File: src/design/lac_pkg.sv
// Shared types, codes and arithmetic helpers for the Lab alpha compositor.
`timescale 1ns / 1ps

package lac_pkg;

    typedef struct packed {
        logic [15:0] lightness;
        logic [15:0] chroma_a;
        logic [15:0] chroma_b;
        logic [15:0] alpha;
    } t_pix;

    typedef struct packed {
        logic [1:0] blend_mode;
        logic [7:0] layer_opacity;
        logic       mask_enable;
    } t_cfg;

    // Per-item decisions taken along the pipeline
    typedef struct packed {
        logic pass;        // masked source alpha is zero: keep destination
        logic copy;        // scaled source alpha is opaque: take source
        logic dst_opaque;  // destination alpha is opaque: alpha stays
        logic sat;         // blend factor quotient overflows 16 bits
    } t_ctl;

    typedef struct packed {
        t_pix        src;
        t_pix        dst;
        logic [15:0] sa;   // scaled source alpha (erase: resulting alpha)
        logic [15:0] na;   // union alpha
        t_ctl        ctl;
    } t_item;

    localparam logic [1:0] MODE_PASS  = 2'd0;
    localparam logic [1:0] MODE_OVER  = 2'd1;
    localparam logic [1:0] MODE_ERASE = 2'd2;

    localparam logic [1:0] REG_BLEND_MODE    = 2'd0;
    localparam logic [1:0] REG_LAYER_OPACITY = 2'd1;
    localparam logic [1:0] REG_MASK_ENABLE   = 2'd2;

    localparam logic [1:0]  RST_BLEND_MODE    = MODE_OVER;
    localparam logic [7:0]  RST_LAYER_OPACITY = 8'hFF;
    localparam logic        RST_MASK_ENABLE   = 1'b0;

    localparam logic [15:0] ALPHA_MAX = 16'hFFFF;
    localparam logic [7:0]  MASK_FULL = 8'hFF;

    localparam int DIV_BITS   = 4;
    localparam int DIV_STAGES = 4;

    // Rounded 16x16 fixed-point product: t = p + 2^15, (t + t>>16) >> 16
    function automatic logic [15:0] mul_round(input logic [31:0] prod);
        logic [32:0] t;
        logic [33:0] s;
        t = {1'b0, prod} + 33'd32768;
        s = {1'b0, t} + {17'h0, t[32:16]};
        return s[31:16];
    endfunction

endpackage

File: src/design/lac_blend.sv
// Blend factor select, L/a/b interpolation and result selection, two stages.
`timescale 1ns / 1ps

module lac_blend (
    input  logic           i_clk,
    input  logic           i_rst_n,
    input  lac_pkg::t_cfg  i_cfg,
    input  logic           i_valid,
    output logic           o_ready,
    input  lac_pkg::t_item i_item,
    input  logic [15:0]    i_quo,
    output logic           o_valid,
    input  logic           i_ready,
    output lac_pkg::t_pix  o_pix
);

    logic r_v1, r_v2;
    logic en1, en2;

    logic [15:0]        w_scol [3];
    logic [15:0]        w_dcol [3];
    logic [15:0]        r1_dcol [3];
    logic [15:0]        n_f;
    logic signed [33:0] n1_prod [3];
    logic signed [33:0] r1_prod [3];
    logic               r1_fcopy;
    lac_pkg::t_item     r1_item;
    logic [15:0]        n_mix [3];
    lac_pkg::t_pix      n2_pix, r2_pix;

    assign en2     = !r_v2 || i_ready;
    assign en1     = !r_v1 || en2;
    assign o_ready = en1;
    assign o_valid = r_v2;
    assign o_pix   = r2_pix;

    assign w_scol[0] = i_item.src.lightness;
    assign w_scol[1] = i_item.src.chroma_a;
    assign w_scol[2] = i_item.src.chroma_b;
    assign w_dcol[0] = i_item.dst.lightness;
    assign w_dcol[1] = i_item.dst.chroma_a;
    assign w_dcol[2] = i_item.dst.chroma_b;

    assign r1_dcol[0] = r1_item.dst.lightness;
    assign r1_dcol[1] = r1_item.dst.chroma_a;
    assign r1_dcol[2] = r1_item.dst.chroma_b;

    // Factor: source alpha if dst is opaque or na is zero, else the capped quotient
    assign n_f = (i_item.ctl.dst_opaque || i_item.na == 16'h0000) ? i_item.sa
               : (i_item.ctl.sat ? lac_pkg::ALPHA_MAX : i_quo);

    always_comb begin
        for (int c = 0; c < 3; c++) begin
            n1_prod[c] = $signed({1'b0, w_scol[c]} - {1'b0, w_dcol[c]})
                       * $signed({1'b0, n_f});
        end
    end

    // Arithmetic shift by 16 is the floor, so the upper half plus dst is the blend
    always_comb begin
        for (int c = 0; c < 3; c++) begin
            n_mix[c] = r1_prod[c][31:16] + r1_dcol[c];
        end
        n2_pix = r1_item.dst;
        case (i_cfg.blend_mode)
            lac_pkg::MODE_OVER: begin
                if (!r1_item.ctl.pass) begin
                    if (r1_item.ctl.copy || r1_fcopy) begin
                        n2_pix = r1_item.src;
                    end else begin
                        n2_pix.lightness = n_mix[0];
                        n2_pix.chroma_a  = n_mix[1];
                        n2_pix.chroma_b  = n_mix[2];
                        n2_pix.alpha     = r1_item.ctl.dst_opaque ? r1_item.dst.alpha
                                                                  : r1_item.na;
                    end
                end
            end
            lac_pkg::MODE_ERASE: begin
                n2_pix.alpha = r1_item.sa;
            end
            default: begin
                n2_pix = r1_item.dst;
            end
        endcase
    end

    always_ff @(posedge i_clk) begin
        if (!i_rst_n) begin
            r_v1 <= 1'b0;
            r_v2 <= 1'b0;
        end else begin
            if (en1) r_v1 <= i_valid;
            if (en2) r_v2 <= r_v1;
        end
    end

    always_ff @(posedge i_clk) begin
        if (en1) begin
            r1_prod  <= n1_prod;
            r1_fcopy <= (n_f == lac_pkg::ALPHA_MAX);
            r1_item  <= i_item;
        end
        if (en2) begin
            r2_pix <= n2_pix;
        end
    end

endmodule

File: config.mk
export PLATFORM = sky130hd
export DESIGN_NAME = lac_blend
export DESIGN_NICKNAME = d
export VERILOG_FILES = /design/src/design/lac_pkg.sv /design/src/design/lac_blend.sv
export SDC_FILE = /design/constraint.sdc
export NUM_CORES = 2
export LEC_CHECK = 0
export ABC_AREA = 1
export BUFFER_PORTS_ARGS = -buffer_cell sky130_fd_sc_hd__buf_2
export CAP_MARGIN = 20
export CORE_AREA = 2 2 324 326
export CTS_BUF_LIST = sky130_fd_sc_hd__clkbuf_8
export CTS_CLUSTER_SIZE = 20
export DETAILED_ROUTE_END_ITERATION = 7
export DIE_AREA = 0 0 326 328
export PLACE_DENSITY = 0.75
export SYNTH_ARGS = -nofsm -noshare
export SYNTH_HDL_FRONTEND = slang
export SYNTH_SLANG_ARGS = --single-unit
File: constraint.sdc
create_clock -name i_clk -period 7.85 [get_ports i_clk]
set_input_delay 0.3925 -clock i_clk [delete_from_list [all_inputs] [get_ports i_clk]]
set_output_delay 0.3925 -clock i_clk [all_outputs]
set_load 0.03 [all_outputs]
# Yosys cells after proc, flatten, opt, wreduce, memory -nomap -nowiden
# Cells that the tools add are included.
# word_totals
word_cells	49
output_inout_bits	66
reg_bits	326
# op_classes
n_reduce_logical	7
n_addsub	6
eq_ne	3
n_mux	7
n_mul	3
# op_table
operator	count
2-to-1 mux 64 bit	2
multiplier 17 x 17 -> 32 bit	3
subtractor 16 x 16 -> 17 bit	3
adder 16 bit	3
2-to-1 mux 16 bit	3
2-to-1 mux 48 bit	1
case mux 16 bit (2 select lines)	1
== test 16 bit (second input constant)	1
zero test 16 bit	1
logical OR 1 bit	4
== test 2 x 1 -> 1 bit (second input constant)	1
== test 2 bit (second input constant)	1
zero test 1 bit	2

# Depth between registers and ports, before layout
# logic_depth
word_depth	4
depth_mapped	39

# Worst setup path before layout
# OpenSTA, ideal clock, no wires.
# synth_timing
kind	register -> register
start	register r_v2, in the netlist o_valid
end	register r1_item (netlist bit r1_dcol[0]), enable pin
t_arrival_ns	5.522
required_ns	5.559
path_buffers	0
setup_slack_ns	0.038
period_less_slack_ns	7.812
stages_incl_launch_ff	2
path_cell_list	dfxtp_1 > nand3_1
# synth_via
elab_chain_cells	3
# synth_lines
item	line	source
start: declaration	lac_blend.sv:17	logic r_v1, r_v2;
start signal: assignment	lac_blend.sv:94	if (en2) r_v2 <= r_v1;
zero test 1 bit	lac_blend.sv:31	assign en2 = !r_v2 || i_ready;
logical OR 1 bit	lac_blend.sv:31	
logical OR 1 bit	lac_blend.sv:32	assign en1 = !r_v1 || en2;
via o_ready	lac_blend.sv:9	output logic o_ready,
end signal: assignment	lac_blend.sv:102	r1_item <= i_item;
end: declaration	lac_blend.sv:27	lac_pkg::t_item r1_item;
# The timed path passes the listed nets, and every way through them passes these cells.
# A chain may end at the register's enable or synchronous reset.

==> impl_metrics.csv <==
group,metric,value,unit
clock_tree,cts.htree.levels,2,
yosys,syn_nets,6834,
timing,slew_viol_final,0,
floorplanning,placeableCoreArea,103000,um2
worst_setup_path,max_stage_delay,0.55,ns
layout,seq_area,8330,um2
clock_tree,clkTransAtPathRegs,0.07,ns
yosys,synthDistinctLibCells,52,
clock_tree,cts_sinks,278,
routing,ant_nets,0,
layout,fill_cells,9441,
floorplanning,num_rows,118,
worst_setup_path,path_common_cell,"fa_1",
timing,tightest_slew,1.00,ns
grt,grt_util_met3,4.31,%
yosys,netlist_area,46200,um2
status,status,"finished clean",
grt,grt_remaining_overflow,0,
routing,wirelength,139000,um
timing,max-slew-margin-rel,33.2,%
grt,grt_pass1_vias,39577,
grt,track_usage,26.2,%
layout,nets,7290,
layout,drive_gt1_share,10.1,%
place,io_buffers,251,
worst_setup_path,arrival,7.84,ns
yosys,ys_async_sr_fraction,0,%
grt,met1_usage,34.9,%
yosys,ys.flop_type,"edfxtp_1",
yosys,ys.warnings.count,0,
place,place_congestion,0.983,
routing,drc_errors,0,
worst_setup_path,cp_max_fo,28,
routing,vias,38949,
layout,multi_input_area,32100,um2
place,dp_hpwl,113000,um
timing,setup_tns,0,ns
clock_tree,cts_buffer_depth,3,
clock_tree,root_buffer,"clkbuf_8",
timing,skew,0.0221,ns
routing,detailedRoute.firstPassIterationCount,8,
timing,fin_crit_sh,95.7,%
job,maxCapViolCount,0,
yosys,ys_ff_latch,278,
routing,drtIter0Drc,3468,
worst_setup_path,start_kind,"input port",
worst_setup_path,path_class,"input port to flip-flop",
timing,post-route-min-period,7.51,ns
floorplanning,start_util,44.7,%
clock_tree,clk_latency,0.61,ns
worst_setup_path,required,8.18,ns
clock_tree,cts_buffers,45,
timing,finalSetupViolCount,0,
routing,wl_per_cell,18.8,um
floorplanning,io_pins,261,
hold_path,min_path_type,"input port to flip-flop",
grt,gr-usage-met2,42.5,%
floorplanning,die-width,326,um
floorplanning,fp.dieArea,107000,um2
yosys,yosysSeqAreaShare,18.0,%
timing,hold_violations,0,
worst_setup_path,slowest_stage,"fa_1",
grt,antenna_found_initial,6,
worst_setup_path,crit_path_end_kind,"flip-flop",
grt,top_usage_layer,"met2",
routing,via_per_inst,5.27,
yosys,avgSynthCellArea,8.37,um2
clock_tree,cts_tree,"yes",
grt,grt_max_degree,89,
timing,timing.fmax,0.133,GHz
yosys,synth_cells,5516,
layout,area_growth,13.4,%
grt,grt_pass1_wl,219000,um
floorplanning,dieHeight,328,um
yosys,synth-edff-count,276,
-- synth_stat cells (27+ instances only) --
cell	number	area share, %
inv_1	1349	11
nand4_1	29	0.39
xnor2_1	38	0.72
fa_1	785	34
o21ai_0	192	2.1
nand3_1	203	2.2
edfxtp_1	276	18
a21oi_1	223	2.4
nor2_1	665	5.4
ha_1	338	9.2
clkbuf_1	57	0.46
buf_2	65	0.70
xor2_1	82	1.6
nand2_1	927	7.5
inv_2	27	0.22
-- sequential cells by signal (all words and copies together) (netlist names) --
name and flops:
r1_item 115, r1_fcopy 1, r_v1 1, r1_prod 48, o_valid 1, o_pix 64, r1_dcol 48
-- metal layers --
layer  part of all wire (%)  up-vias  routed length (um)
met5                      0        -                   0
met4                    4.8        0                6630
met3                    9.8      407               13600
met2                     46     2023               63700
met1                     40    18918               54800
li1                       -    17601                   -
-- cell usage in the layout (no fill, tap or decap), drive strengths merged, types with 27 or more instances in the layout --
cell / netlist / final
clkinv: 10 / 30
dlygate4sd3: 0 / 122
clkbuf: 57 / 46
xnor2: 39 / 39
nor2: 665 / 665
inv: 1376 / 1385
nand2: 939 / 939
nand4: 29 / 29
fa: 785 / 785
ha: 338 / 338
a21oi: 226 / 226
or2: 27 / 27
buf: 79 / 423
edfxtp: 276 / 276
nand3: 207 / 207
xor2: 92 / 92
o21ai: 205 / 205
-- what timing repair did --
action | in CTS | in global routing
setup buffers | 0 | 1
endpoints found under the hold margin | 122 | 0
gates resized for setup | 0 | 19
hold buffers | 122 | 0
endpoints found under the setup margin | 0 | 33
-- area by class of cell --
class	count	area share [%]
diodes	7	0.0335
clock buffers	46	1.21
clock inverters	36	0.669
inverters	1386	9.94
multi-input cells	3716	61.3
flip-flops and latches	278	15.9
well taps	1380	3.30
repair buffers	545	7.60
-- through the flow --
| stage | cell area, um2 | setup slack [ns] | std cells | hold slack, ns | util [%] |
|---|---|---|---|---|---|
| 2_1_floorplan | 46200 | 0.0378 | 5516 | 0.427 | - |
| 3_3_place_gp | 50000 | 0.180 | 7181 | 0.485 | 48.5 |
| 3_5_place_dp | 50000 | 0.0845 | 7181 | 0.490 | 48.5 |
| 4_1_cts | 52200 | 0.275 | 7385 | 0.00000638 | 50.6 |
| 5_1_grt | 52300 | -0.00664 | 7390 | 0.00604 | 50.7 |
| 6_report | 52400 | 0.341 | 7394 | 0.0237 | 50.7 |
-- critical path: cells and delay by family --
kind            cells  cell delay (ns)
compound gates      4             0.58
xor+xnor            1             0.43
fa+ha+maj           7             3.10
buf+inv            10             1.79
simple gates        9             1.53
-- worst paths after layout --
| kind | from | to | slack, ns | cells past startpoint |
|---|---|---|---|---|
| max reg2reg | o_valid | r1_prod[99] | 4.76 | 5 |
| min reg2reg | r_v1 | o_valid | 0.49 | 2 |
| max | i_item[18] | r1_prod[50] | 0.34 | 31 |
| min | i_item[143] | r1_item[143] | 0.02 | 1 |
-- kinds of logic (layout without fill, tap and decap cells) --
family	after synthesis	count (layout)	synth area share (%)
and+or+nand+nor	1908	1908	16.7
buffers and inverters	1522	2013	12.7
adders and majority gates	1123	1123	43.2
AOI/OAI and AO/OA	554	554	6.74
DFF	278	278	18.0
xor gates and xnor gates	131	131	2.69
other	0	7	0
Power is not shown: default switching activity piles up to over one toggle a cycle in this logic, so the estimate is an artifact.
