$ cat src/design/lac_pkg.sv
// Shared types, codes and arithmetic helpers for the Lab alpha compositor.
`timescale 1ns / 1ps

package lac_pkg;

    typedef struct packed {
        logic [15:0] lightness;
        logic [15:0] chroma_a;
        logic [15:0] chroma_b;
        logic [15:0] alpha;
    } t_pix;

    typedef struct packed {
        logic [1:0] blend_mode;
        logic [7:0] layer_opacity;
        logic       mask_enable;
    } t_cfg;

    // Per-item decisions taken along the pipeline
    typedef struct packed {
        logic pass;        // masked source alpha is zero: keep destination
        logic copy;        // scaled source alpha is opaque: take source
        logic dst_opaque;  // destination alpha is opaque: alpha stays
        logic sat;         // blend factor quotient overflows 16 bits
    } t_ctl;

    typedef struct packed {
        t_pix        src;
        t_pix        dst;
        logic [15:0] sa;   // scaled source alpha (erase: resulting alpha)
        logic [15:0] na;   // union alpha
        t_ctl        ctl;
    } t_item;

    localparam logic [1:0] MODE_PASS  = 2'd0;
    localparam logic [1:0] MODE_OVER  = 2'd1;
    localparam logic [1:0] MODE_ERASE = 2'd2;

    localparam logic [1:0] REG_BLEND_MODE    = 2'd0;
    localparam logic [1:0] REG_LAYER_OPACITY = 2'd1;
    localparam logic [1:0] REG_MASK_ENABLE   = 2'd2;

    localparam logic [1:0]  RST_BLEND_MODE    = MODE_OVER;
    localparam logic [7:0]  RST_LAYER_OPACITY = 8'hFF;
    localparam logic        RST_MASK_ENABLE   = 1'b0;

    localparam logic [15:0] ALPHA_MAX = 16'hFFFF;
    localparam logic [7:0]  MASK_FULL = 8'hFF;

    localparam int DIV_BITS   = 4;
    localparam int DIV_STAGES = 4;

    // Rounded 16x16 fixed-point product: t = p + 2^15, (t + t>>16) >> 16
    function automatic logic [15:0] mul_round(input logic [31:0] prod);
        logic [32:0] t;
        logic [33:0] s;
        t = {1'b0, prod} + 33'd32768;
        s = {1'b0, t} + {17'h0, t[32:16]};
        return s[31:16];
    endfunction

endpackage

$ cat src/design/lac_div.sv
// Pipelined restoring divider for the blend factor, a few quotient bits per stage.
`timescale 1ns / 1ps

module lac_div (
    input  logic           i_clk,
    input  logic           i_rst_n,
    input  logic           i_valid,
    output logic           o_ready,
    input  lac_pkg::t_item i_item,
    output logic           o_valid,
    input  logic           i_ready,
    output lac_pkg::t_item o_item,
    output logic [15:0]    o_quo
);

    localparam int NS = lac_pkg::DIV_STAGES;

    logic           w_valid [0:NS];
    logic           w_en    [0:NS];
    lac_pkg::t_item w_item  [0:NS];
    logic [15:0]    w_rem   [0:NS];
    logic [15:0]    w_low   [0:NS];
    logic [15:0]    w_quo   [0:NS];

    logic           r0_valid;
    lac_pkg::t_item r0_item;
    logic [15:0]    r0_rem, r0_low;
    logic [32:0]    n0_num;
    logic           n0_sat;
    lac_pkg::t_item n0_item;

    // Stage 0: dividend sa*65535 + na/2, overflow check against na << 16
    assign n0_num = {1'b0, i_item.sa, 16'h0000} - {17'h0, i_item.sa}
                  + {18'h0, i_item.na[15:1]};
    assign n0_sat = (n0_num >= {1'b0, i_item.na, 16'h0000});

    always_comb begin
        n0_item         = i_item;
        n0_item.ctl.sat = n0_sat;
    end

    always_ff @(posedge i_clk) begin
        if (!i_rst_n) begin
            r0_valid <= 1'b0;
        end else if (w_en[0]) begin
            r0_valid <= i_valid;
        end
    end

    always_ff @(posedge i_clk) begin
        if (w_en[0]) begin
            r0_item <= n0_item;
            r0_rem  <= n0_num[31:16];
            r0_low  <= n0_num[15:0];
        end
    end

    assign w_valid[0] = r0_valid;
    assign w_item[0]  = r0_item;
    assign w_rem[0]   = r0_rem;
    assign w_low[0]   = r0_low;
    assign w_quo[0]   = 16'h0000;
    assign w_en[NS]   = !w_valid[NS] || i_ready;

    genvar k;
    generate
        for (k = 0; k < NS; k = k + 1) begin : g_stage
            logic           r_valid;
            lac_pkg::t_item r_item;
            logic [15:0]    r_rem, r_low, r_quo;
            logic [15:0]    n_rem, n_low, n_quo;

            assign w_en[k] = !w_valid[k] || w_en[k+1];

            // Shift in one dividend bit per step, subtract where it fits
            always_comb begin
                logic [16:0] v_trial;
                n_rem = w_rem[k];
                n_low = w_low[k];
                n_quo = w_quo[k];
                for (int j = 0; j < lac_pkg::DIV_BITS; j++) begin
                    v_trial = {n_rem, n_low[15]};
                    n_low   = {n_low[14:0], 1'b0};
                    if (v_trial >= {1'b0, w_item[k].na}) begin
                        v_trial = v_trial - {1'b0, w_item[k].na};
                        n_quo   = {n_quo[14:0], 1'b1};
                    end else begin
                        n_quo   = {n_quo[14:0], 1'b0};
                    end
                    n_rem = v_trial[15:0];
                end
            end

            always_ff @(posedge i_clk) begin
                if (!i_rst_n) begin
                    r_valid <= 1'b0;
                end else if (w_en[k+1]) begin
                    r_valid <= w_valid[k];
                end
            end

            always_ff @(posedge i_clk) begin
                if (w_en[k+1]) begin
                    r_item <= w_item[k];
                    r_rem  <= n_rem;
                    r_low  <= n_low;
                    r_quo  <= n_quo;
                end
            end

            assign w_valid[k+1] = r_valid;
            assign w_item[k+1]  = r_item;
            assign w_rem[k+1]   = r_rem;
            assign w_low[k+1]   = r_low;
            assign w_quo[k+1]   = r_quo;
        end
    endgenerate

    assign o_ready = w_en[0];
    assign o_valid = w_valid[NS];
    assign o_item  = w_item[NS];
    assign o_quo   = w_quo[NS];

    a_rem_start: assert property (@(posedge i_clk) disable iff (!i_rst_n)
        (r0_valid && !r0_item.ctl.sat && r0_item.na != 16'h0000) |-> (r0_rem < r0_item.na))
        else $error("divider start remainder not below divisor");

    a_rem_end: assert property (@(posedge i_clk) disable iff (!i_rst_n)
        (w_valid[NS] && !w_item[NS].ctl.sat && w_item[NS].na != 16'h0000)
        |-> (w_rem[NS] < w_item[NS].na))
        else $error("divider final remainder not below divisor");

endmodule

$ cat config.mk
export PLATFORM = sky130hd
export DESIGN_NAME = lac_div
export DESIGN_NICKNAME = d
export VERILOG_FILES = /design/src/design/lac_pkg.sv /design/src/design/lac_div.sv
export SDC_FILE = /design/constraint.sdc
export NUM_CORES = 1
export LEC_CHECK = 0
export BUFFER_PORTS_ARGS = -buffer_cell sky130_fd_sc_hd__clkbuf_2
export CORE_MARGIN = 5
export CORE_UTILIZATION = 30
export CTS_BUF_LIST = sky130_fd_sc_hd__clkbuf_4
export DETAILED_ROUTE_END_ITERATION = 10
export PLACE_DENSITY_LB_ADDON = 0.05
export SLEW_MARGIN = 5
export SYNTH_ARGS = -nofsm -noshare
export SYNTH_HDL_FRONTEND = slang
export SYNTH_SLANG_ARGS = --single-unit
$ cat constraint.sdc
create_clock -name i_clk -period 19.4 [get_ports i_clk]
set_clock_uncertainty 0.1 [all_clocks]
set_input_delay 1.94 -clock i_clk [delete_from_list [all_inputs] [get_ports i_clk]]
set_output_delay 1.94 -clock i_clk [all_outputs]
set_load 0.005 [all_outputs]
After elaboration in Yosys (flattened, before gate mapping)
Index checks and enable logic that the tools add are counted.

$add $sub $neg: 17. Multiply operators: 0. Divide/modulo/power cells: 0. Order comparisons: 17. Equal/unequal tests: 0. Shift operators: 0. Mux-type cells: 31. Bitwise gates (word level): 0. Reduce and logical (&&, ||, !) cells: 10.

Operators with widths (number): 17-bit by 16-bit greater-or-equal comparator with 1-bit output (16); 16-bit two-way mux (15); 16-bit subtractor (15); 33-bit by 15-bit adder with 33-bit output (1); 33-bit by 32-bit greater-or-equal comparator with 1-bit output (1); 32-bit by 16-bit subtractor with 33-bit output (1); 1-bit two-way mux (16); 1-bit zero test (5); 1-bit logical OR (5).

Bits in registers: 969. Latch bits: 0. Bits in writable memories: 0. Memory bits (read-only): 0. Bits of input ports: 168. Logic and storage cells: 162. Memories: 0.

Depth between registers and ports, before layout
Depth in word-level cells: 8. Gate-level depth with buffers: 50.

Least setup slack after synthesis
No wires, ideal clock.

Path type: reg2reg. From: register g_stage[1].r_item[5] (netlist name). To: register g_stage[2].r_rem[13] (data pin). Arrival time: 9.781 ns. Setup slack: 9.258 ns. Stages on the path, launching flop included: 49. Period minus slack after synthesis: 10.142 ns. Cell sequence: edfxtp_1 > inv_1 > ha_1 > nor2b_1 > o31a_1 > o31ai_1 > nand3_1 > a21oi_1 > inv_1 > clkbuf_1 > buf_1 > nand2_1 > o21ai_0 > inv_1 > ha_1 > nor2b_1 > o31a_1 > o2111ai_1 > [... 13 more ...] > and2_1 > clkbuf_1 > clkbuf_1 > nand2_1 > o21ai_0 > ha_1 > nor2b_1 > o21a_1 > o21ai_0 > a21o_1 > o311ai_0 > a31oi_1 > and2_1 > a21boi_1 > a21o_1 > inv_2 > buf_2 > a221o_1.

Longest elaborated chain between the ends: 8. Elaborated cells on any way between the ends: 12. Classes of those cells: add/sub: 4; order compare: 4; mux: 4.

Ends and longest elaborated chain: from (decl) (line lac_div.sv:69) `lac_pkg::t_item r_item;`; from (signal assigned) (line lac_div.sv:104) `r_item <= w_item[k];`; 16-bit subtractor / 17-bit by 16-bit greater-or-equal comparator with 1-bit output (equally long branches) (line lac_div.sv:85, lac_div.sv:84); 16-bit two-way mux (line lac_div.sv:84) `if (v_trial >= {1'b0, w_item[k].na}) begin`; 16-bit subtractor / 17-bit by 16-bit greater-or-equal comparator with 1-bit output (equally long branches) (line lac_div.sv:85, lac_div.sv:84); 16-bit two-way mux (line lac_div.sv:84); 16-bit subtractor / 17-bit by 16-bit greater-or-equal comparator with 1-bit output (equally long branches) (line lac_div.sv:85, lac_div.sv:84); 16-bit two-way mux (line lac_div.sv:84); 16-bit subtractor / 17-bit by 16-bit greater-or-equal comparator with 1-bit output (equally long branches) (line lac_div.sv:85, lac_div.sv:84); 16-bit two-way mux (*) (line lac_div.sv:84); to (signal assigned) (line lac_div.sv:105) `r_rem <= n_rem;`; to (decl) (line lac_div.sv:70) `logic [15:0] r_rem, r_low, r_quo;`.

Mark *: on every way between the ends. The rest lies on a longest branch, timed or not. A chain may end at the register's enable or synchronous reset.

Final worst setup path
From: register g_stage[0].r_item[16] (netlist name). To: register g_stage[1].r_rem[2] (data pin).

Longest elaborated chain between the ends: 8. Elaborated cells on any way between the ends: 12. Classes of those cells: add/sub: 4; order compare: 4; mux: 4.

Ends and longest elaborated chain (line): from (decl) (lac_div.sv:69); from (signal assigned) (lac_div.sv:104); 16-bit subtractor / 17-bit by 16-bit greater-or-equal comparator with 1-bit output (equally long branches) (lac_div.sv:85, lac_div.sv:84); 16-bit two-way mux (lac_div.sv:84); 16-bit subtractor / 17-bit by 16-bit greater-or-equal comparator with 1-bit output (equally long branches) (lac_div.sv:85, lac_div.sv:84); 16-bit two-way mux (lac_div.sv:84); 17-bit by 16-bit greater-or-equal comparator with 1-bit output / 16-bit subtractor (equally long branches) (lac_div.sv:84, lac_div.sv:85); 16-bit two-way mux (lac_div.sv:84); 16-bit subtractor / 17-bit by 16-bit greater-or-equal comparator with 1-bit output (equally long branches) (lac_div.sv:85, lac_div.sv:84); 16-bit two-way mux (*) (lac_div.sv:84); to (signal assigned) (lac_div.sv:105); to (decl) (lac_div.sv:70).

Marked as above.

==> metrics <==
R2R cell count=40; WL final=122000 um; hpwl dp=89900 um; number of DRC markers in iteration 0=1307; R2R Path Start=g_stage[0].r_item[16]; Worst-Skew Late Latency=1.15 ns; # H-tree levels=5; row count=142; GRT Total Usage=0.151; Die ar.=0.159 sq mm; first-pass GRT wire length=180000 um; Final #Nets=4315; post-CTS setup buffer count=0; fin. max-slew vios=0; final hold vios=0; share of layout cells above drive strength 1=0.246; syn avg cell area=14.1 sq um; Synth async-reset ratio=0; Data arrival, critical path=12.62 ns; pin count of the biggest net entering global routing=135; area grow syn2layout=17.5%; CP peak stage delay=0.73 ns; CP max FO=17; Synth area leader=edfxtp_1; Ports=350; synthesized area=0.0453 sq mm; Die H=399 um; Via density=4.68; final setup fails=0; Slew HR=0.317; min Tclk post-route=11.92 ns; final hold slack=0.256 ns; TritonRoute pass-1 iters=6; top_reg_cell synth=edfxtp_1; Final Util=0.355; sequential share of the synthesized area=0.641; cells after synthesis=3211; outcome=finished clean; CTS clk-pin slew, worst paths=0.06 ns; CP required=20.10 ns; hold path start=g_stage[0].r_item[50]; Critical-path top delay cell=and2_1; Post-synth top cells=edfxtp_1, ha_1, inv_1; routed vias=28300; Placer Congestion=0.782; Critical Path Source=g_stage[0].r_item[16]; critical path type=reg2reg; # DRC=0; setup slack, reg-to-reg=7.48 ns; hold endpoint=g_stage[1].r_item[50]; Critical Path Sink Type=register; CTS tree=done; Die Wd=399 um; antenna-violating nets left=0; grt total ovfl=0; initial antenna violation count=21; Hold-fix buffers, CTS=0; vias in the first global route=28400; Buf/Inv on CP=3; hold depth=0; share of the synthesized area in the top cell type=0.639; count leader, synth=edfxtp_1; setup tns final=0 ns; clk sinks=969; synth top area cells=edfxtp_1, ha_1, mux2_2; Cell variety after synth=77; number of flops mapped to enable cells by yosys=964; max_cap viols=0; Core ar.=0.150 sq mm; CTS root buf=clkbuf_4; Fmax=0.0839 GHz; RSZ-0062 raised after global routing=no; Port Buf Inserts=348; starting density of the core=0.302; period utilization=0.614; reg2reg end=g_stage[1].r_rem[2]; Num CTS Buffers=294; CP top delay family=compound AO/OA/AOI/OAI gates; Post-Syn Nets=3682; Max Root-Sink Buffers=4; WL per Instance=20.2 um; FF+latch count, synth=969; Worst Max-Slew Pin Slew=1.02 ns; Startpoint Class=register; Hold Crit Class=reg2reg; synth warn=0; CTS resizes=0
[kinds of logic (layout without fill, tap and decap cells)]
family                     Yosys count  in the layout  synth area share
muxes                              189            189            0.0458
adders and majority gates          303            303            0.0863
other                                0             11                 0
buffers and inverters              227           1046            0.0194
DFF                                969            969             0.641
xor gates and xnor gates           198            198            0.0383
AOI/OAI and AO/OA                  661            661            0.0961
and+or+nand+nor                    664            664            0.0728
[through the flow]
step / setup WS (ns) / instance area, sq um / cells
2_1_floorplan: 9.26 / 45300 / 3211
3_3_place_gp: 7.35 / 49700 / 5564
3_5_place_dp: 7.40 / 49700 / 5564
4_1_cts: 7.25 / 53200 / 6046
5_1_grt: 6.58 / 53200 / 6050
6_report: 7.48 / 53200 / 6057
[layout make-up]
class,count,area [sq um]
flip-flops and latches,969,29000
diodes,11,27.5
clock inverters,33,186
multi-input cells,2015,15400
inverters,192,736
well taps,2016,2520
fillers,14900,96700
repair buffers,372,1950
clock buffers,449,3370
[sequential cells by signal, indices dropped and copies added, names as in the netlist, 3 cells and up]
| name | flops |
|---|---|
| o_item | 164 |
| r0_rem | 16 |
| r0_item | 164 |
| o_quo | 16 |
| g_stage.r_rem | 48 |
| g_stage.r_item | 492 |
| g_stage.r_quo | 24 |
| g_stage.r_valid | 3 |
| r0_low | 16 |
| g_stage.r_low | 24 |
[worst reg2reg max path: cells and delay by family (launching register included)]
kind | cells | cell delay [ns]
adders and majority gates | 4 | 1.49
and+or+nand+nor | 11 | 2.41
AOI/OAI and AO/OA | 17 | 4.27
muxes | 5 | 1.97
DFF | 1 | 0.53
buffers and inverters | 3 | 0.81
[cells in the final DEF, fill, tap and decap left out, types with 42 or more instances in the layout]
cell      count
a21o_1       66
a21oi_1     186
clkbuf_2    348
clkbuf_4    449
edfxtp_1    964
ha_1        287
inv_1       188
mux2_2      110
mux2i_1      70
nand2_1     120
nand3_1      56
nand4_1      42
nor2_1      181
nor2b_1      46
nor3_1       60
o21a_1       56
o21ai_0     131
xnor2_1     140
xor2_1       58
[worst max-delay path by stage]
stage	endpoint	slack, ns	cells after the start
floorplan	g_stage[2].r_rem[13]	9.26	48
global placement	g_stage[1].r_rem[14]	7.35	40
detailed placement	g_stage[1].r_rem[3]	7.40	40
CTS	g_stage[1].r_rem[2]	7.25	40
global route	o_quo[0]	6.58	43
finish	g_stage[1].r_rem[2]	7.48	40
[layer usage]
layer	vias up	wire length, um	part of all wire	global-route usage
li1	13800	-	-	-
met1	13600	54000	0.44	0.194
met2	727	59200	0.48	0.255
met3	227	6630	0.054	0.0361
met4	12	2530	0.021	0.0464
met5	-	82	0.00067	0
Power is not shown: default switching activity piles up to over one toggle a cycle in this logic, so the estimate is an artifact.
