`config.mk`:
```
export PLATFORM = sky130hd
export DESIGN_NAME = lac_alpha
export DESIGN_NICKNAME = d
export VERILOG_FILES = /design/src/design/lac_pkg.sv /design/src/design/lac_alpha.sv
export SDC_FILE = /design/constraint.sdc
export NUM_CORES = 2
export LEC_CHECK = 0
export ABC_AREA = 1
export BUFFER_PORTS_ARGS = -buffer_cell sky130_fd_sc_hd__buf_4
export CORE_UTILIZATION = 40
export CTS_CLUSTER_DIAMETER = 60
export DETAILED_ROUTE_END_ITERATION = 6
export MAX_ROUTING_LAYER = met4
export PLACE_DENSITY = 0.54
export SYNTH_ARGS = -nofsm -noshare
export SYNTH_HDL_FRONTEND = slang
export SYNTH_SLANG_ARGS = --single-unit
```
`constraint.sdc`:
```
create_clock -name i_clk -period 17.7 [get_ports i_clk]
set_input_delay 2.655 -clock i_clk [delete_from_list [all_inputs] [get_ports i_clk]]
set_output_delay 2.655 -clock i_clk [all_outputs]
set_load 0.01 [all_outputs]
```
`src/design/lac_pkg.sv`:
```
// Shared types, codes and arithmetic helpers for the Lab alpha compositor.
`timescale 1ns / 1ps

package lac_pkg;

    typedef struct packed {
        logic [15:0] lightness;
        logic [15:0] chroma_a;
        logic [15:0] chroma_b;
        logic [15:0] alpha;
    } t_pix;

    typedef struct packed {
        logic [1:0] blend_mode;
        logic [7:0] layer_opacity;
        logic       mask_enable;
    } t_cfg;

    // Per-item decisions taken along the pipeline
    typedef struct packed {
        logic pass;        // masked source alpha is zero: keep destination
        logic copy;        // scaled source alpha is opaque: take source
        logic dst_opaque;  // destination alpha is opaque: alpha stays
        logic sat;         // blend factor quotient overflows 16 bits
    } t_ctl;

    typedef struct packed {
        t_pix        src;
        t_pix        dst;
        logic [15:0] sa;   // scaled source alpha (erase: resulting alpha)
        logic [15:0] na;   // union alpha
        t_ctl        ctl;
    } t_item;

    localparam logic [1:0] MODE_PASS  = 2'd0;
    localparam logic [1:0] MODE_OVER  = 2'd1;
    localparam logic [1:0] MODE_ERASE = 2'd2;

    localparam logic [1:0] REG_BLEND_MODE    = 2'd0;
    localparam logic [1:0] REG_LAYER_OPACITY = 2'd1;
    localparam logic [1:0] REG_MASK_ENABLE   = 2'd2;

    localparam logic [1:0]  RST_BLEND_MODE    = MODE_OVER;
    localparam logic [7:0]  RST_LAYER_OPACITY = 8'hFF;
    localparam logic        RST_MASK_ENABLE   = 1'b0;

    localparam logic [15:0] ALPHA_MAX = 16'hFFFF;
    localparam logic [7:0]  MASK_FULL = 8'hFF;

    localparam int DIV_BITS   = 4;
    localparam int DIV_STAGES = 4;

    // Rounded 16x16 fixed-point product: t = p + 2^15, (t + t>>16) >> 16
    function automatic logic [15:0] mul_round(input logic [31:0] prod);
        logic [32:0] t;
        logic [33:0] s;
        t = {1'b0, prod} + 33'd32768;
        s = {1'b0, t} + {17'h0, t[32:16]};
        return s[31:16];
    endfunction

endpackage

```
`src/design/lac_alpha.sv`:
```
// Alpha path: mask and opacity scaling, erase alpha and union alpha, four stages.
`timescale 1ns / 1ps

module lac_alpha (
    input  logic          i_clk,
    input  logic          i_rst_n,
    input  lac_pkg::t_cfg i_cfg,
    input  logic          i_valid,
    output logic          o_ready,
    input  lac_pkg::t_pix i_src,
    input  lac_pkg::t_pix i_dst,
    input  logic [7:0]    i_mask,
    output logic          o_valid,
    input  logic          i_ready,
    output lac_pkg::t_item o_item
);

    logic r_v1, r_v2, r_v3, r_v4;
    logic en1, en2, en3, en4;

    lac_pkg::t_pix r1_src, r1_dst, r2_src, r2_dst, r3_src, r3_dst;
    logic          r1_mact;
    logic [31:0]   r1_prod, r2_prod, r3_prod;
    logic [15:0]   r2_sa1, r3_sa;
    logic          r3_pass;
    lac_pkg::t_item r4_item;

    logic          is_erase;
    logic [15:0]   opac;
    logic          n1_mact;
    logic [15:0]   n1_opnd;
    logic [31:0]   n1_prod;
    logic [32:0]   n2_ceil;
    logic [15:0]   n2_erase_sa, n2_sa1, n2_opb;
    logic [31:0]   n2_prod;
    logic [15:0]   n3_sa_over, n3_sa, n3_inv_da;
    logic [31:0]   n3_prod;
    lac_pkg::t_item n4_item;

    assign is_erase = (i_cfg.blend_mode == lac_pkg::MODE_ERASE);
    assign opac     = {i_cfg.layer_opacity, i_cfg.layer_opacity};

    assign en4     = !r_v4 || i_ready;
    assign en3     = !r_v3 || en4;
    assign en2     = !r_v2 || en3;
    assign en1     = !r_v1 || en2;
    assign o_ready = en1;
    assign o_valid = r_v4;
    assign o_item  = r4_item;

    // Stage 1: mask multiply (erase works on the complement of source alpha)
    assign n1_mact = i_cfg.mask_enable && (i_mask != lac_pkg::MASK_FULL);
    assign n1_opnd = is_erase ? ~i_src.alpha : i_src.alpha;
    assign n1_prod = n1_opnd * {i_mask, i_mask};

    // Stage 2: finish mask step, multiply by opacity or destination alpha
    assign n2_ceil     = {1'b0, r1_prod} + 33'h0_FFFF;
    assign n2_erase_sa = lac_pkg::ALPHA_MAX - n2_ceil[31:16];
    assign n2_sa1      = !r1_mact ? r1_src.alpha
                       : (is_erase ? n2_erase_sa : lac_pkg::mul_round(r1_prod));
    assign n2_opb      = is_erase ? r1_dst.alpha : opac;
    assign n2_prod     = n2_sa1 * n2_opb;

    // Stage 3: finish opacity step, start union alpha
    assign n3_sa_over = (opac != lac_pkg::ALPHA_MAX) ? lac_pkg::mul_round(r2_prod) : r2_sa1;
    assign n3_sa      = is_erase ? lac_pkg::mul_round(r2_prod) : n3_sa_over;
    assign n3_inv_da  = ~r2_dst.alpha;
    assign n3_prod    = n3_inv_da * n3_sa_over;

    // Stage 4: union alpha and decision flags
    always_comb begin
        n4_item                = '0;
        n4_item.src            = r3_src;
        n4_item.dst            = r3_dst;
        n4_item.sa             = r3_sa;
        n4_item.na             = r3_dst.alpha + lac_pkg::mul_round(r3_prod);
        n4_item.ctl.pass       = r3_pass;
        n4_item.ctl.copy       = (r3_sa == lac_pkg::ALPHA_MAX);
        n4_item.ctl.dst_opaque = (r3_dst.alpha == lac_pkg::ALPHA_MAX);
        n4_item.ctl.sat        = 1'b0;
    end

    always_ff @(posedge i_clk) begin
        if (!i_rst_n) begin
            r_v1 <= 1'b0;
            r_v2 <= 1'b0;
            r_v3 <= 1'b0;
            r_v4 <= 1'b0;
        end else begin
            if (en1) r_v1 <= i_valid;
            if (en2) r_v2 <= r_v1;
            if (en3) r_v3 <= r_v2;
            if (en4) r_v4 <= r_v3;
        end
    end

    always_ff @(posedge i_clk) begin
        if (en1) begin
            r1_src  <= i_src;
            r1_dst  <= i_dst;
            r1_mact <= n1_mact;
            r1_prod <= n1_prod;
        end
        if (en2) begin
            r2_src  <= r1_src;
            r2_dst  <= r1_dst;
            r2_sa1  <= n2_sa1;
            r2_prod <= n2_prod;
        end
        if (en3) begin
            r3_src  <= r2_src;
            r3_dst  <= r2_dst;
            r3_sa   <= n3_sa;
            r3_pass <= (r2_sa1 == 16'h0000);
            r3_prod <= n3_prod;
        end
        if (en4) begin
            r4_item <= n4_item;
        end
    end

endmodule

```
* Yosys cells after proc, flatten, opt, wreduce, memory -nomap -nowiden
Cells that the tools add are included. Widths: inputs -> output; s select.
Operators by class: order comparisons 0, bitwise logic cells 2, div/mod/pow operators 0, equal/unequal tests 5, shifts and indexed selects 0, $mul 3, reduce and logical (&&, ||, !) cells 10, add/subtract/negate cells 9, multiplexer cells 6
Operators by type and width (number):
- $add 32x16->33 const B | 3
- $add 32x17->32 | 3
- $mul 16x16->32 | 3
- $mux 16 | 6
- $add 32x16->32 const B | 1
- $eq 16x16->1 const B | 2
- $not 16->16 | 2
- $add 16x16->16 | 1
- $logic_not 16->1 | 1
- $ne 16x16->1 const B | 1
- $sub 16x16->16 const A | 1
- $ne 8x8->1 const B | 1
- $logic_not 1->1 | 4
- $logic_or 1x1->1 | 4
- $eq 2x2->1 const B | 1
- $logic_and 1x1->1 | 1
Storage, ports and cells: word-level logic and storage cells 83, bits of input ports 151, output and inout bits 166, RAM bits 0, register bits after elaboration 681, memories kept 0, bits in latches 0, bits in read-only memories 0

* Depth between registers and ports, before layout
depth in word-level cells 5, mapped depth 49, depth with buffers taken out 48

* Least setup slack after synthesis
OpenSTA, ideal clock, no wires.
path kind input to output, start point in i_ready, end point out o_ready, stages 6, data arrival time 13387 ps, required time 15045 ps, buffers on the path 0, path slack 1658 ps, cell sequence nor2_1 -> inv_1 -> nor2_1 -> inv_1 -> nor2_1 -> nand2_1
On the way: word-level cells in the longest chain between the ends 4
Ends and longest elaborated chain:
- start, declared | line lac_alpha.sv:14 | input logic i_ready,
- $logic_or 1x1->1 | line lac_alpha.sv:43 | assign en4 = !r_v4 || i_ready;
- net en4 | line lac_alpha.sv:19 | logic en1, en2, en3, en4;
- $logic_or 1x1->1 | line lac_alpha.sv:44 | assign en3 = !r_v3 || en4;
- net en3 | line lac_alpha.sv:19
- $logic_or 1x1->1 | line lac_alpha.sv:45 | assign en2 = !r_v2 || en3;
- $logic_or 1x1->1 | line lac_alpha.sv:46 | assign en1 = !r_v1 || en2;
- end, declared | line lac_alpha.sv:9 | output logic o_ready,
The timed path passes the listed nets, and every way through them passes these cells.

* Worst setup path after layout
start point in i_cfg[9] in the netlist's numbering, end point reg r2_prod[28], data pin
On the way: word-level cells in the longest chain between the ends 4, elaborated cells between the ends (all ways) 5, those cells by class mul: 1; eq/ne: 1; mux: 3
Ends and longest elaborated chain:
- start, declared | line lac_alpha.sv:7 | input lac_pkg::t_cfg i_cfg,
- $eq 2x2->1 * | line lac_alpha.sv:40 | assign is_erase = (i_cfg.blend_mode == lac_pkg::MODE_ERASE);
- $mux 16 | line lac_alpha.sv:60 | : (is_erase ? n2_erase_sa : lac_pkg::mul_round(r1_prod));
- $mux 16 | line lac_alpha.sv:59 | assign n2_sa1 = !r1_mact ? r1_src.alpha
- $mul 16x16->32 * | line lac_alpha.sv:62 | assign n2_prod = n2_sa1 * n2_opb;
- net n2_prod[28] | line lac_alpha.sv:35 | logic [31:0] n2_prod;
- end signal, assigned | line lac_alpha.sv:108 | r2_prod <= n2_prod;
- end, declared | line lac_alpha.sv:23 | logic [31:0] r1_prod, r2_prod, r3_prod;
Mark *: on every way through the listed nets, which the timed path passes. The rest lies on a longest branch. A chain may end at the register's enable or synchronous reset.

==> summary by stage <==
Status
The run finished with clean final reports.

Synthesis
Counting flops with an async set or reset pin after synthesis yields a share of 0%. Summing the areas of all and, or, nand and nor instances in the mapped netlist gives ~15% of the synthesized area. The dominant combinational cell family by area after synthesis is adder cells.

Counting every instance in the synthesized netlist gives 5136. The post-synthesis compound-gate area fraction is under 10%. The top flip-flop cell by instance count after synthesis is edfxtp_1. The cell taking the most area after synthesis is edfxtp_1. The total nets after synthesis is 6249. Sequential elements use ~39% of the synthesized area. The mux contribution to synthesized area is 0%. The number of distinct standard cells referenced by the synthesized netlist is 53. The count of flip-flops with a built-in enable after synthesis is roughly 680. Of the total synthesized cell area, the portion taken by XOR and XNOR cells is 2.39%. The number of warnings reported in the yosys synthesis log is 0. A synthesized cell averages ~10 um2. After synthesis the netlist holds a flip-flop and latch count of 681.

In this run the biggest area consumer among cell types represents 38.5% of the synthesized area. Yosys attributes the largest share of cell area to edfxtp_1, fa_1, ha_1. Of the total synthesized cell area, the portion taken by full adders, half adders and majority gates is between 30% and 40%. The cell area after synthesis is ~53000 um2.

Critical path
The worst setup path is of the primary input to flop kind. The cell with the largest stage delay on the worst path is o21ai_0. The top cell family by delay on the critical path is adder cells.

STA puts the critical path data arrival time at around 10 ns. The kind of start point of the critical path is a primary input. The slack of the worst reg-to-reg path is between 8 and 9 ns.

The maximum fanout along the worst path is 61. At the worst endpoint, the required time is approximately 18 ns. The critical path contains buffers and inverters numbering 8 combined. For this run, the slowest stage of the critical path takes 0.79 ns. The cell that appears most often on the critical path is fa_1. The critical path capture point type is a flop.

Placement
The placed wire-length estimate is between 100000 and 150000 um. Buffers placed on the I/O ports in this run total between 300 and 400. The cell area after placement is approximately 57000 um2.

The congestion estimate from routability-driven global placement came to around 0.95. The minimum setup slack after placement is 7.49 ns.

Timing
The post-route fraction of the period consumed by the critical path is between 50% and 60%. The final worst-path setup slack is 8.12 ns. The number of slew-limit violations in the final report is 0. The highest clock rate is between 0.1 and 0.15 GHz. The clock skew after layout is roughly 0.065 ns.

The number of failing hold endpoints at the final stage was 0. The shortest clock period the worst path allows after layout is 9.58 ns. The actual slew at the worst max-slew pin is approximately 1.1 ns.

The remaining max-slew budget at the tightest pin is between 20% and 30%. Setup repair after global routing left no endpoint under its margin. Setup total negative slack on the finished layout was measured at 0 ns. Setup violations remaining at the end of the flow were counted as 0.

Routing
After detailed routing, the average wire length per cell comes to approximately 20 um. In the routed design, unresolved DRC markers number 0. Once detail routing completed, the nets flagged for antenna violations numbered 0. The vias after detailed routing is between 30000 and 40000. For this run, the detailed router's first-pass iteration total came to 6.

The detailed router finished its first iteration with about 2800 violations. The via density per instance is between 5 and 6. The total wire length after detailed routing is about 150000 um.

Global route
Entering global routing, the biggest net connects about 110 pins. The number of antenna violations at the first check in global routing is 1. The wire length of the first global-routing pass is between 200000 and 250000 um. Global routing consumed, over all layers together, approximately 23% of the routing resources. The final global-route overflow total is 0. The number of global-route vias before repair is 38100.

Clock tree
The number of buffers on the longest clock path is 3. Buffers inserted during clock tree synthesis total 79. In this run the number of H-tree levels came out at 3. The CTS sink count is 681. Buffers added to address setup during post-CTS repair amount to 0.

Hold repair after CTS inserted 0 buffers. The cell sitting at the root of the clock tree is a clkbuf_16. At the later pin of the worst-skew pair, clock insertion delay measures approximately 0.71 ns.

Gates resized during post-CTS repair numbered 0. The post-CTS clock slew at the launch and capture registers of the worst setup and hold paths is 0.06 ns. The CTS tree is yes.

Finish
The summed area of non-filler cells in the final layout is between 50000 and 60000 um2. Summing all flip-flop and latch instances after layout gives about 20000 um2. Cells with a size suffix above 1 make up 11.9% of the layout.

The share of the core filled with cells is between 40% and 50%. The antenna cell count is 0. Fill cells in the final layout number 12400. The area used by multi-input combinational logic is 28100 um2. After the last flow step, the layout net total stands at approximately 6600. The library cell used most frequently in the layout, excluding fill and tap cells, is inv_1. The top cell types in the final layout, fill and taps aside, are inv_1, nand2_1, edfxtp_1, fa_1, nor2_1.

From synthesis to final layout, the design area changed by 13.2%.

Floorplan
In this run the standard cell core region covers roughly 130000 um2. The height of the die is roughly 370 um. The count of boundary I/O pins is ~320. The initialized floorplan defines between 100 and 150 standard-cell rows. Measured along the x axis, the die boundary spans approximately 370 um. The initial standard-cell utilization of the core is between 40% and 50%. The die covers approximately 130000 um2.

Min path
The type of the worst min-delay path is flop to flop.

Job
The number of violations of the max-capacitance limit is 0.
==> per-stage QoR <==
stage	hold WS, ns	std cells
2_1_floorplan	0.400	5136
5_1_grt	0.375	7276
3_5_place_dp	0.405	7133
4_1_cts	0.369	7276
3_3_place_gp	0.400	7133
6_report	0.372	7276
==> layout make-up <==
| class | instances | share of cell area, % |
|---|---|---|
| Multi-Input combinational cell | 3320 | 47.0 |
| Tap cell | 1742 | 3.64 |
| Clock buffer | 97 | 3.42 |
| Sequential cell | 681 | 34.1 |
| Timing Repair Buffer | 344 | 4.32 |
| Inverter | 1046 | 6.60 |
| Clock inverter | 46 | 0.927 |
==> sequential cells by signal, summed over array words and instances, names as in the netlist <==
register,count
n4_item,128
o_item,163
o_valid,1
r1_dst,64
r1_mact,1
r1_prod,32
r1_src,64
r2_dst,64
r2_prod,32
r2_sa1,16
r2_src,64
r3_pass,1
r3_prod,32
r3_sa,16
r_v1,1
r_v2,1
r_v3,1
==> worst paths after layout <==
check	cells after the start	startpoint	to
min reg2reg	0	r2_src[34]	n4_item[134]
min	0	r2_src[34]	n4_item[134]
max	27	i_cfg[9]	r2_prod[28]
max reg2reg	38	r2_prod[15]	r3_prod[27]
==> synthesized netlist by cell type (2+ instances only) <==
library cell and n:
a21boi_0 9, nor3_1 30, buf_4 4, xor2_1 96
a21o_1 16, nor2_1 461, nor2_2 31, nand4_1 53
o21ai_0 102, clkbuf_1 45, edfxtp_1 677, nor4_1 14
inv_2 13, buf_2 16, nand2_2 66, buf_6 5
nand2_1 727, nand4_2 2, nand3b_1 3, or2_2 23
inv_1 1021, a21oi_1 315, nand2_4 14, o211ai_1 6
ha_1 379, buf_1 19, o21ai_2 3, xnor2_2 2
o21ai_1 14, nand3_4 7, o21a_1 6, a31oi_1 15
fa_1 583, a211oi_1 2, o31ai_1 2, dfxtp_1 4
o21bai_1 12, or2_0 2, nand3_2 17, nor2_4 12
clkinv_1 12, xnor2_1 40, nand3_1 246
==> cells by family (layout without fill, tap and decap cells) <==
kind of cell / after synthesis / after routing
and+or+nand+nor: 1712 / 1712
buffers and inverters: 1135 / 1533
adders and majority gates: 962 / 962
DFF: 681 / 681
AOI/OAI and AO/OA: 505 / 505
xor gates and xnor gates: 140 / 140
other: 1 / 1
==> per-layer routing <==
| metal | GRT usage (%) | share of wire (%) | vias up | wire (um) |
|---|---|---|---|---|
| met5 | - | 0 | - | 0 |
| met1 | 31.3 | 45 | 18100 | 65900 |
| met4 | 7.28 | 3.1 | 0 | 4610 |
| met3 | 3.86 | 6.8 | 249 | 10000 |
| met2 | 35.8 | 45 | 1260 | 66100 |
| li1 | - | - | 17200 | - |
Power is left out: the tool's default activity adds up to more than one toggle a clock period on the data nets, which glitch-free logic cannot reach.
